[src/tpfe_pkg.sv]
// ---------------------------------------------------------------------------
// tpfe_pkg
// Shared types and codes for the TLV packet field extractor.
// ---------------------------------------------------------------------------
package tpfe_pkg;

  localparam int MAX_COMPONENTS_DEF = 16;
  localparam int MAX_RESULTS        = 4;
  localparam int CFG_IDX_W          = 3;
  localparam int CFG_DATA_W         = 16;

  // register indexes
  localparam logic [CFG_IDX_W-1:0] REG_NAME_TYPE      = 3'd0;
  localparam logic [CFG_IDX_W-1:0] REG_METADATA_TYPE  = 3'd1;
  localparam logic [CFG_IDX_W-1:0] REG_PAYLOAD_TYPE   = 3'd2;
  localparam logic [CFG_IDX_W-1:0] REG_CHUNK_TYPE     = 3'd3;
  localparam logic [CFG_IDX_W-1:0] REG_END_CHUNK_TYPE = 3'd4;

  // register reset values
  localparam logic [15:0] RST_NAME_TYPE      = 16'd0;
  localparam logic [15:0] RST_METADATA_TYPE  = 16'd1;
  localparam logic [15:0] RST_PAYLOAD_TYPE   = 16'd2;
  localparam logic [15:0] RST_CHUNK_TYPE     = 16'd4;
  localparam logic [15:0] RST_END_CHUNK_TYPE = 16'd6;

  // result kinds
  localparam logic [2:0] KIND_COMPONENT = 3'd0;
  localparam logic [2:0] KIND_NAME_SPAN = 3'd1;
  localparam logic [2:0] KIND_CHUNK     = 3'd2;
  localparam logic [2:0] KIND_END_CHUNK = 3'd3;
  localparam logic [2:0] KIND_DONE      = 3'd4;

  // status codes
  localparam logic [2:0] ST_OK            = 3'd0;
  localparam logic [2:0] ST_SHORT_MSG_HDR = 3'd1;
  localparam logic [2:0] ST_TRAILING      = 3'd2;
  localparam logic [2:0] ST_TRUNC_COMP    = 3'd3;
  localparam logic [2:0] ST_TRUNC_META    = 3'd4;
  localparam logic [2:0] ST_OVERRUN       = 3'd5;

  typedef struct packed {
    logic [7:0] data_byte;
    logic       first_byte;
    logic       last_byte;
    logic [7:0] header_length;
  } byte_beat_t;

  typedef struct packed {
    logic [2:0]  kind;
    logic [15:0] offset;
    logic [15:0] length;
    logic [4:0]  index;
    logic [31:0] number;
    logic [15:0] payload_offset;
    logic [15:0] payload_length;
    logic        payload_seen;
    logic [2:0]  status;
    logic        last_result;
  } result_beat_t;

endpackage

[src/tlv_packet_field_extractor.sv]
// ---------------------------------------------------------------------------
// tlv_packet_field_extractor
// Streaming parser for TLV messages with 2-byte type and length headers.
// ---------------------------------------------------------------------------
// One message byte is taken per beat. The parser updates its state in the
// cycle after a byte is accepted and loads the results of that byte (zero to
// four) into a result bundle register, which drains one result per cycle into
// the output register while the output is not stalled. A byte that yields
// more than one result holds the input side while the bundle drains; the next
// byte is taken as the last result moves to the output. Sustained rate on
// ordinary traffic is one byte per cycle when the output does not stall.
// Offsets include header_length, sampled with first_byte. Configuration
// writes take effect at once and must be made while no message is in flight.
module tlv_packet_field_extractor #(
  parameter int MAX_COMPONENTS = tpfe_pkg::MAX_COMPONENTS_DEF
) (
  input  logic                                clk,
  input  logic                                rst,
  input  logic                                byte_valid,
  output logic                                byte_ready,
  input  tpfe_pkg::byte_beat_t                byte_data,
  output logic                                result_valid,
  input  logic                                result_ready,
  output tpfe_pkg::result_beat_t              result_data,
  input  logic                                cfg_we,
  input  logic [tpfe_pkg::CFG_IDX_W-1:0]      cfg_index,
  input  logic [tpfe_pkg::CFG_DATA_W-1:0]     cfg_wdata
);

  localparam int CNT_W = $clog2(MAX_COMPONENTS + 1);
  localparam int NR    = tpfe_pkg::MAX_RESULTS;
  localparam int NR_W  = $clog2(NR + 1);

  typedef enum logic [3:0] {
    PH_MSG, PH_TOP, PH_SKIP, PH_NHDR, PH_CVAL, PH_MHDR, PH_MVAL, PH_DRAIN, PH_DONE
  } phase_t;

  // configuration
  logic [15:0] name_type, metadata_type, payload_type, chunk_type, end_chunk_type;

  // parser state
  phase_t      phase;
  logic [1:0]  header_count;
  logic [15:0] field_type, field_length, outer_remaining, inner_remaining;
  logic [15:0] byte_position, name_start, name_span_len;
  logic [CNT_W-1:0] component_count;
  logic [31:0] number_accumulator;
  logic        pay_seen;
  logic [15:0] pay_offset, pay_length;
  logic [2:0]  error_code;

  // next values
  phase_t      phase_next;
  logic [1:0]  header_count_next;
  logic [15:0] field_type_next, field_length_next, outer_remaining_next;
  logic [15:0] inner_remaining_next, byte_position_next, name_start_next;
  logic [15:0] name_span_len_next;
  logic [CNT_W-1:0] component_count_next;
  logic [31:0] number_accumulator_next;
  logic        pay_seen_next;
  logic [15:0] pay_offset_next, pay_length_next;
  logic [2:0]  error_code_next;

  // result bundle
  tpfe_pkg::result_beat_t bundle [NR];
  tpfe_pkg::result_beat_t bundle_next [NR];
  logic [NR_W-1:0] bundle_rem;
  logic [NR_W-1:0] res_cnt;
  logic            skip;
  logic            accept, drain;

  assign accept     = byte_valid && byte_ready;
  assign drain      = (bundle_rem != '0) && (!result_valid || result_ready);
  assign byte_ready = (bundle_rem == '0) || ((bundle_rem == NR_W'(1)) && drain);

  function automatic tpfe_pkg::result_beat_t mk(input logic [2:0] k,
                                                input logic [15:0] off,
                                                input logic [15:0] len,
                                                input logic [4:0] idx,
                                                input logic [31:0] num);
    tpfe_pkg::result_beat_t r;
    r = '0;
    r.kind   = k;
    r.offset = off;
    r.length = len;
    r.index  = idx;
    r.number = num;
    return r;
  endfunction

  always_comb begin
    logic [7:0]  b;
    phase_t      ph;
    logic [1:0]  hc;
    logic [15:0] ft, fl, outer, inner, pos, nstart, nsl, pl_off, pl_len;
    logic [15:0] ft_h, fl_h;
    logic [CNT_W-1:0] cnt;
    logic [CNT_W+4:0] cnt_ext;
    logic [31:0] acc;
    logic        pl_seen, hdr_done, do_name, do_meta, do_fail;
    logic [2:0]  err, fail_code, st;
    logic [16:0] span_sum;

    b = byte_data.data_byte;
    if (byte_data.first_byte) begin
      ph = PH_MSG; hc = '0; ft = '0; fl = '0; outer = '0; inner = '0;
      pos = {8'd0, byte_data.header_length};
      nstart = '0; nsl = '0; cnt = '0; acc = '0;
      pl_seen = 1'b0; pl_off = '0; pl_len = '0; err = '0;
    end else begin
      ph = phase; hc = header_count; ft = field_type; fl = field_length;
      outer = outer_remaining; inner = inner_remaining; pos = byte_position;
      nstart = name_start; nsl = name_span_len; cnt = component_count;
      acc = number_accumulator; pl_seen = pay_seen; pl_off = pay_offset;
      pl_len = pay_length; err = error_code;
    end
    skip = !byte_data.first_byte && (phase == PH_DONE);

    phase_next = ph; header_count_next = hc; field_type_next = ft;
    field_length_next = fl; outer_remaining_next = outer;
    inner_remaining_next = inner; name_start_next = nstart;
    name_span_len_next = nsl; component_count_next = cnt;
    number_accumulator_next = acc; pay_seen_next = pl_seen;
    pay_offset_next = pl_off; pay_length_next = pl_len; error_code_next = err;
    byte_position_next = pos + 16'd1;

    // shared header collector
    ft_h     = (hc < 2'd2) ? {ft[7:0], b} : ft;
    fl_h     = (hc < 2'd2) ? fl : {fl[7:0], b};
    hdr_done = (hc == 2'd3);
    span_sum = {1'b0, fl_h} + 17'd4;

    do_name = 1'b0; do_meta = 1'b0; do_fail = 1'b0; fail_code = tpfe_pkg::ST_OK;
    res_cnt = '0;
    for (int i = 0; i < NR; i++) bundle_next[i] = '0;
    cnt_ext = (CNT_W+5)'(cnt);

    case (ph)
      PH_MSG: begin
        header_count_next = hdr_done ? 2'd0 : hc + 2'd1;
        field_type_next = ft_h; field_length_next = fl_h;
        if (hdr_done) phase_next = PH_TOP;
      end
      PH_TOP: begin
        header_count_next = hdr_done ? 2'd0 : hc + 2'd1;
        field_type_next = ft_h; field_length_next = fl_h;
        if (hdr_done) begin
          outer_remaining_next = fl_h;
          if (ft_h == name_type) begin
            name_start_next = pos - 16'd3;
            name_span_len_next = (span_sum > 17'hFFFF) ? 16'hFFFF : span_sum[15:0];
            do_name = 1'b1;
          end else if (ft_h == payload_type) begin
            pay_seen_next = 1'b1; pay_offset_next = pos + 16'd1; pay_length_next = fl_h;
            phase_next = (fl_h == '0) ? PH_TOP : PH_SKIP;
          end else if (ft_h == metadata_type) begin
            if (fl_h < 16'd4) begin
              do_fail = 1'b1; fail_code = tpfe_pkg::ST_TRUNC_META;
            end else begin
              phase_next = PH_MHDR;
            end
          end else begin
            phase_next = (fl_h == '0) ? PH_TOP : PH_SKIP;
          end
        end
      end
      PH_SKIP: begin
        outer_remaining_next = outer - 16'd1;
        if (outer_remaining_next == '0) phase_next = PH_TOP;
      end
      PH_NHDR: begin
        outer_remaining_next = outer - 16'd1;
        header_count_next = hdr_done ? 2'd0 : hc + 2'd1;
        field_type_next = ft_h; field_length_next = fl_h;
        if (hdr_done) begin
          if (fl_h > outer_remaining_next) begin
            do_fail = 1'b1; fail_code = tpfe_pkg::ST_OVERRUN;
          end else begin
            if (cnt < CNT_W'(MAX_COMPONENTS)) begin
              bundle_next[res_cnt[1:0]] = mk(tpfe_pkg::KIND_COMPONENT, pos - 16'd3,
                                             fl_h + 16'd4, cnt_ext[4:0], '0);
              res_cnt = res_cnt + NR_W'(1);
              component_count_next = cnt + CNT_W'(1);
            end
            inner_remaining_next = fl_h;
            number_accumulator_next = '0;
            if (fl_h == '0) begin
              if (ft_h == chunk_type) begin
                bundle_next[res_cnt[1:0]] = mk(tpfe_pkg::KIND_CHUNK, pos + 16'd1,
                                               '0, '0, '0);
                res_cnt = res_cnt + NR_W'(1);
              end
              do_name = 1'b1;
            end else begin
              phase_next = PH_CVAL;
            end
          end
        end
      end
      PH_CVAL: begin
        outer_remaining_next = outer - 16'd1;
        inner_remaining_next = inner - 16'd1;
        number_accumulator_next = {acc[23:0], b};
        if (inner_remaining_next == '0) begin
          if (ft == chunk_type) begin
            bundle_next[res_cnt[1:0]] = mk(tpfe_pkg::KIND_CHUNK, pos + 16'd1 - fl, fl,
                                           '0, number_accumulator_next);
            res_cnt = res_cnt + NR_W'(1);
          end
          do_name = 1'b1;
        end
      end
      PH_MHDR: begin
        outer_remaining_next = outer - 16'd1;
        header_count_next = hdr_done ? 2'd0 : hc + 2'd1;
        field_type_next = ft_h; field_length_next = fl_h;
        if (hdr_done) begin
          if (fl_h > outer_remaining_next) begin
            do_fail = 1'b1; fail_code = tpfe_pkg::ST_OVERRUN;
          end else if (ft_h == end_chunk_type) begin
            inner_remaining_next = fl_h;
            number_accumulator_next = '0;
            if (fl_h == '0) begin
              bundle_next[res_cnt[1:0]] = mk(tpfe_pkg::KIND_END_CHUNK, pos + 16'd1,
                                             '0, '0, '0);
              res_cnt = res_cnt + NR_W'(1);
              do_meta = 1'b1;
            end else begin
              phase_next = PH_MVAL;
            end
          end else begin
            do_meta = 1'b1;
          end
        end
      end
      PH_MVAL: begin
        outer_remaining_next = outer - 16'd1;
        inner_remaining_next = inner - 16'd1;
        number_accumulator_next = {acc[23:0], b};
        if (inner_remaining_next == '0) begin
          bundle_next[res_cnt[1:0]] = mk(tpfe_pkg::KIND_END_CHUNK, pos + 16'd1 - fl, fl,
                                         '0, number_accumulator_next);
          res_cnt = res_cnt + NR_W'(1);
          do_meta = 1'b1;
        end
      end
      default: begin
      end
    endcase

    // close out a component or the whole name
    if (do_name) begin
      if (outer_remaining_next == '0) begin
        bundle_next[res_cnt[1:0]] = mk(tpfe_pkg::KIND_NAME_SPAN, name_start_next,
                                       name_span_len_next, '0, '0);
        res_cnt = res_cnt + NR_W'(1);
        phase_next = PH_TOP;
      end else if (outer_remaining_next < 16'd4) begin
        do_fail = 1'b1; fail_code = tpfe_pkg::ST_TRUNC_COMP;
      end else begin
        phase_next = PH_NHDR;
      end
    end
    if (do_meta) phase_next = (outer_remaining_next == '0) ? PH_TOP : PH_SKIP;
    if (do_fail) begin
      error_code_next = fail_code;
      phase_next = PH_DRAIN;
    end

    if (byte_data.last_byte) begin
      if (error_code_next != tpfe_pkg::ST_OK) st = error_code_next;
      else if (phase_next == PH_MSG) st = tpfe_pkg::ST_SHORT_MSG_HDR;
      else if (phase_next == PH_TOP)
        st = (header_count_next != 2'd0) ? tpfe_pkg::ST_TRAILING : tpfe_pkg::ST_OK;
      else st = tpfe_pkg::ST_OVERRUN;
      cnt_ext = (CNT_W+5)'(component_count_next);
      bundle_next[res_cnt[1:0]] = mk(tpfe_pkg::KIND_DONE, '0, '0, cnt_ext[4:0], '0);
      bundle_next[res_cnt[1:0]].payload_offset = pay_offset_next;
      bundle_next[res_cnt[1:0]].payload_length = pay_length_next;
      bundle_next[res_cnt[1:0]].payload_seen   = pay_seen_next;
      bundle_next[res_cnt[1:0]].status         = st;
      res_cnt = res_cnt + NR_W'(1);
      phase_next = PH_DONE;
    end else begin
      st = tpfe_pkg::ST_OK;
    end

    if (res_cnt != '0) bundle_next[res_cnt[1:0] - 2'd1].last_result = 1'b1;
  end

  // state, configuration and control
  always_ff @(posedge clk) begin
    if (rst) begin
      name_type <= tpfe_pkg::RST_NAME_TYPE;
      metadata_type <= tpfe_pkg::RST_METADATA_TYPE;
      payload_type <= tpfe_pkg::RST_PAYLOAD_TYPE;
      chunk_type <= tpfe_pkg::RST_CHUNK_TYPE;
      end_chunk_type <= tpfe_pkg::RST_END_CHUNK_TYPE;
      phase <= PH_MSG;
      header_count <= '0; field_type <= '0; field_length <= '0;
      outer_remaining <= '0; inner_remaining <= '0; byte_position <= '0;
      name_start <= '0; name_span_len <= '0; component_count <= '0;
      number_accumulator <= '0; pay_seen <= 1'b0; pay_offset <= '0;
      pay_length <= '0; error_code <= '0;
      bundle_rem <= '0;
      result_valid <= 1'b0;
    end else begin
      if (cfg_we) begin
        unique case (cfg_index)
          tpfe_pkg::REG_NAME_TYPE:      name_type <= cfg_wdata;
          tpfe_pkg::REG_METADATA_TYPE:  metadata_type <= cfg_wdata;
          tpfe_pkg::REG_PAYLOAD_TYPE:   payload_type <= cfg_wdata;
          tpfe_pkg::REG_CHUNK_TYPE:     chunk_type <= cfg_wdata;
          tpfe_pkg::REG_END_CHUNK_TYPE: end_chunk_type <= cfg_wdata;
          default: begin
          end
        endcase
      end
      // drop bytes after packet done until the next first byte
      if (accept && !skip) begin
        phase <= phase_next;
        header_count <= header_count_next;
        field_type <= field_type_next;
        field_length <= field_length_next;
        outer_remaining <= outer_remaining_next;
        inner_remaining <= inner_remaining_next;
        byte_position <= byte_position_next;
        name_start <= name_start_next;
        name_span_len <= name_span_len_next;
        component_count <= component_count_next;
        number_accumulator <= number_accumulator_next;
        pay_seen <= pay_seen_next;
        pay_offset <= pay_offset_next;
        pay_length <= pay_length_next;
        error_code <= error_code_next;
      end
      if (accept && !skip && (res_cnt != '0)) bundle_rem <= res_cnt;
      else if (drain) bundle_rem <= bundle_rem - NR_W'(1);
      if (drain) result_valid <= 1'b1;
      else if (result_ready) result_valid <= 1'b0;
    end
  end

  // bundle and output payload
  always_ff @(posedge clk) begin
    if (drain) result_data <= bundle[0];
    if (accept && !skip && (res_cnt != '0)) begin
      for (int i = 0; i < NR; i++) bundle[i] <= bundle_next[i];
    end else if (drain) begin
      // advance the bundle by one result
      for (int i = 0; i < NR - 1; i++) bundle[i] <= bundle[i+1];
    end
  end

endmodule

[config.mk]
export PLATFORM = sky130hd
export DESIGN_NAME = tlv_packet_field_extractor
export DESIGN_NICKNAME = d
export VERILOG_FILES = /design/src/tpfe_pkg.sv /design/src/tlv_packet_field_extractor.sv
export SDC_FILE = /design/constraint.sdc
export NUM_CORES = 2
export LEC_CHECK = 0
export BUFFER_PORTS_ARGS = -buffer_cell sky130_fd_sc_hd__buf_2
export CORE_UTILIZATION = 60
export DETAILED_ROUTE_END_ITERATION = 10
export PLACE_DENSITY_LB_ADDON = 0.25
export SLEW_MARGIN = 20
export SYNTH_ARGS = -nofsm -noshare
export SYNTH_HDL_FRONTEND = slang
export SYNTH_SLANG_ARGS = --single-unit
[constraint.sdc]
create_clock -name clk -period 23.2 [get_ports clk]
set_clock_uncertainty 0.05 [all_clocks]
set_input_delay 5.8 -clock clk [delete_from_list [all_inputs] [get_ports clk]]
set_output_delay 5.8 -clock clk [all_outputs]
set_load 0.05 [all_outputs]
== Word level (Yosys, flattened, before mapping) ==
Memories as Yosys holds them, arrays and structs flattened. A register that Yosys moved wholly into a read port is not among the register bits.
Cells that the tools add are included.
W data, S select, Z words.

* Add/sub/neg operators: 14
* $lt $le $gt $ge: 14
* Eq/ne operators: 20
* Muxes and demuxes: 196
* Bitwise gates (word level): 7
* Reductions and logical operators: 38

{| class="wikitable"
|+ Operator list
! operator !! number
|-
| $bwmux W436 || 8
|-
| $mux W436 || 8
|-
| $demux W109 S2 || 8
|-
| $mux W109 || 9
|-
| $mux W108 || 7
|-
| $mux W16 || 34
|-
| $pmux W109 S4 || 1
|-
| $mux W327 || 1
|-
| $mux W32 || 6
|-
| $mux W106 || 1
|-
| $eq A16 B16 Y1 || 6
|-
| $pmux W32 S3 || 1
|-
| $mux W4 || 22
|-
| $mux W3 || 29
|-
| $logic_not A16 Y1 || 4
|-
| $pmux W16 S3 || 1
|-
| $mux W1 || 39
|-
| $mux W37 || 1
|-
| $lt A16 B3 Y1 const B || 2
|-
| $pmux W16 S2 || 1
|-
| $sub A16 B1 Y16 const B || 2
|-
| $mux W5 || 6
|-
| $mux W21 || 1
|-
| $pmux W4 S5 || 1
|-
| other kinds (42) || 90
|}

* Flip-flop bits (word level): 275
* Memory bits (writable): 436
* Bits of input ports: 42
* Memories: 1

{| class="wikitable"
|+ Memories
! memory !! depth !! bits a word !! read ports !! clocked after memory_dff !! wr ports !! line !! source
|-
| bundle || 4 || 109 || 4 || 1 || 4 || tlv_packet_field_extractor.sv:65 || <nowiki>tpfe_pkg::result_beat_t bundle [NR];</nowiki>
|}

== Logic depth before layout (Yosys ltp) ==
* Depth after elaboration: 30
* Gate-level depth with buffers: 35
* Depth with buffers taken out: 26

== Worst setup path after synthesis ==
Ideal clock, no wire load.

* Path kind: input to register
* Start: input port byte_data[9] (netlist bit)
* End: memory bundle[0][0] (netlist bit) (enable)
* Data arrival time: 18.107 ns
* Required time: 22.516 ns
* Path slack: 4.409 ns
* Stages on the path: 32
* Cells stage by stage: buf_2 buf_2 inv_1 clkbuf_1 clkbuf_1 clkbuf_1 clkbuf_1 nand2_1 ha_1 clkbuf_1 and4b_1 nor3_1 ha_1 nand2_1 nor3_1 a2111o_1 o31ai_2 nand3_1 a211oi_1 nor3_1 ha_1 nand3_1 o21ai_0 inv_1 ha_1 and2_1 or3b_1 a31o_4 buf_6 buf_2 buf_2 nand2_1

{| class="wikitable"
|+ RTL lines
! element !! line !! source
|-
| from (decl) || tlv_packet_field_extractor.sv:21 || <nowiki>input tpfe_pkg::byte_beat_t byte_data,</nowiki>
|-
| to (decl) || tlv_packet_field_extractor.sv:65 ||
|}

==> impl_metrics.env <==
export IMPL_outcome="finished clean"
export IMPL_core_um2=57900
export IMPL_p_leak_nw=14.0
export IMPL_ys_seq_elements=714
export IMPL_ant_nets=0
export IMPL_cts_made_buffers=76
export IMPL_critPathLaunchType="input port"
export IMPL_cap_violations=0
export IMPL_layout_drive_gt1_share_pct=11.7
export IMPL_finalCriticalPeriod_ns=15.09
export IMPL_finalCritPeriodShare_pct=65.0
export IMPL_power_density_nw_per_um2=124
export IMPL_synthAdderAreaFrac_pct=2.07
export IMPL_place_inst=4240
export IMPL_worstHoldPathCells=0
export IMPL_regArea_um2=18800
export IMPL_vias=29200
export IMPL_io_pins=153
export IMPL_ys_seq_area_share_pct=53.3
export IMPL_synth_edf_count=447
export IMPL_ctsHoldBuffers=0
export IMPL_synth_compound_area_share_pct=17.3
export IMPL_top_register="bundle"
export IMPL_grt_max_degree=177
export IMPL_end_kind="flip-flop"
export IMPL_clock_tree_buffer_depth=3
export IMPL_cts_repair_resized=0
export IMPL_crit_fanout=88
export IMPL_gp_congestion=1.03
export IMPL_stdcell_count=4383
export IMPL_root_buffer="clkbuf_16"
export IMPL_relSlewSlack_pct=19.6
export IMPL_power_mw=4.85
export IMPL_timing_hold_worst_class="reg2reg"
export IMPL_setup_violations=0
export IMPL_clk_latency_ns=0.66
export IMPL_netlist_area_leader_share_pct=38.1
export IMPL_synth_common_cells="447 x edfxtp_1, 429 x nand2_1, 358 x nor2_1, 267 x dfxtp_1, 248 x a21oi_1"
export IMPL_ys_flop_type="edfxtp_1"
export IMPL_wl_um=108000
export IMPL_start_util_pct=60.8
export IMPL_report_final_slew_viol_count=0
export IMPL_largest_reg_flops=338
export IMPL_die_y_um=244
export IMPL_cp_data_arrival_time_ns=15.41
export IMPL_grt_pass1_vias=27600
export IMPL_final_util_pct=67.3
export IMPL_r2r_slack_ns=13.52
export IMPL_row_count=88
export IMPL_synth_top_family_by_area="simple AND/OR/NAND/NOR gates"
export IMPL_nFillCells=4478
export IMPL_crit_type="in2reg"
export IMPL_min_delay_start="bundle[0][15]"
export IMPL_fmax_mhz=66.3
export IMPL_async_flop_share_pct=0
export IMPL_port_buffers=152
export IMPL_hold_violations=0
export IMPL_htree_levels=3
export IMPL_grt_first_pass_wirelength_um=165000
export IMPL_syn_nets=3631
export IMPL_synth_most_common_cell="edfxtp_1"
export IMPL_via_per_inst=6.65
export IMPL_dieWidth_um=244
export IMPL_netlist_instances=3532
export IMPL_worst_slew_pin_slew_ns=1.19
export IMPL_first_pass_iters=6
export IMPL_cts_tree="built"
export IMPL_dieArea_um2=59700
export IMPL_synthToLayoutAreaGrowth_pct=10.5
export IMPL_synth_cell_type_count=100
export IMPL_cts_setup_buffers=0
export IMPL_required_ns=23.52
export IMPL_rr_startpoint="header_count[1]"
export IMPL_synthMuxAreaShare_pct=2.33
export IMPL_vdd_drop_max_v=0.000285
export IMPL_synth_area_um2=35200
export IMPL_dpl_hpwl_um=72000
export IMPL_multiInputGateArea_um2=15300
export IMPL_grt_overflow=0
export IMPL_fin_nets=3652
export IMPL_rsz0062_at_grt="no"
export IMPL_drt_iter0_drc=3609
export IMPL_finalSetupTns_ns=0
export IMPL_grtUsageTotal_pct=35.9
export IMPL_reg_largest_list="bundle: 338 flops, result_data: 109 flops, number_accumulator: 24 flops"
export IMPL_reg2reg_to="bundle[0][84]"
export IMPL_drc=0
export IMPL_antenna_found_initial=3
export IMPL_synth_warning_count=0
export IMPL_yosys_area_share_simple_pct=17.8
export IMPL_routedWlPerCell_um=24.6
export IMPL_synth_top_area_cell="edfxtp_1"
export IMPL_synthTopCellsByArea="edfxtp_1 38%, dfxtp_1 15%, nand2_1 4.6%"
export IMPL_clock_sinks=714
export IMPL_hold_end="result_data[15]"
export IMPL_clkTransAtPathRegs_ns=0.06
export IMPL_reg2regPathDepth=24
export IMPL_syn_avg_cell_area_um2=9.98
export IMPL_yosys_area_share_xor_xnor_pct=3.58
-- logic make-up (layout without fill, tap and decap cells) --
family,count (synthesis),in the layout
simple gates,1341,1341
compound gates,876,876
flops,714,714
buf+inv,322,407
xor+xnor,144,144
mux,77,77
fa+ha+maj,58,58
other cells,0,1
-- critical path: stages --
cell and delay, ns:
buf_4 0.57, inv_2 0.49, nand2_1 0.22, ha_1 0.51, nand4_1 0.16, a211oi_1 0.54, ha_1 0.34, nand4_1 0.19
nor3_1 0.09, a2111o_1 0.44, o31ai_2 0.53, nand3_1 0.43, a211oi_1 0.57, nor3_1 0.19, ha_1 0.33, nand3_1 0.06
o21ai_0 0.21, ha_1 0.30, inv_1 0.06, ha_1 0.27, nor2_1 0.04, a31oi_1 0.26, a31o_4 0.54, inv_4 0.24
nor2_4 0.51, buf_4 0.85, mux2_2 0.43
-- metrics by stage --
stage | worst slack, ns | cell area, um2 | hold WS [ns]
after floorplan | 4.41 | 35200 | 0.350
after global placement | 8.02 | 36400 | 0.351
after detailed placement | 7.73 | 36400 | 0.355
after CTS | 8.36 | 38900 | 0.356
after global routing | 7.62 | 38900 | 0.371
final | 8.11 | 39000 | 0.352
-- where the power goes --
group / total, mW / internal [mW] / switching [mW] / leakage [nW]
clock: 1.22 / 0.692 / 0.530 / 1.21
sequential: 2.09 / 1.94 / 0.156 / 6.64
combinational: 1.53 / 0.377 / 1.16 / 6.20
-- worst max-delay path by stage --
stage / from / end / slack [ns]
detailed placement: byte_data[9] / bundle[0][78] / 7.73
finish: byte_data[9] / bundle[0][84] / 8.11
floorplan: byte_data[9] / bundle[0][0] / 4.41
CTS: byte_data[9] / bundle[0][84] / 8.36
global placement: byte_data[9] / bundle[0][78] / 8.02
global route: byte_data[9] / bundle[0][84] / 7.62
-- layout make-up --
class	instances	share of cell area, %
diodes	1	0.00642
clock buffers	101	5.28
well taps	765	2.46
multi-input cells	2496	39.2
repair buffers	208	3.09
flip-flops and latches	714	48.2
clock inverters	41	1.21
inverters	57	0.575
-- layout by cell type, fill, tap and decap left out, types with 64 or more instances in the layout --
cell,synthesis,layout
xnor2_1,85,85
buf_2,42,150
clkbuf_16,0,77
nand2_1,429,426
o21ai_0,99,96
nor3_1,66,64
dfxtp_1,267,267
a22oi_1,67,67
nor2_1,358,355
and3_1,72,72
a21oi_1,248,245
nand3_1,168,168
edfxtp_1,447,447
o31ai_1,77,75
-- layer usage --
layer  GRT usage (%)  up-vias  wire length (um)
met5               0        -                27
met4            14.8        4              4650
met3            5.93      270              9650
met2            56.2     1568             49700
met1            49.7    14200             43800
li1                -    13100                 -
Note: power is estimated with default switching activity, not from simulation.
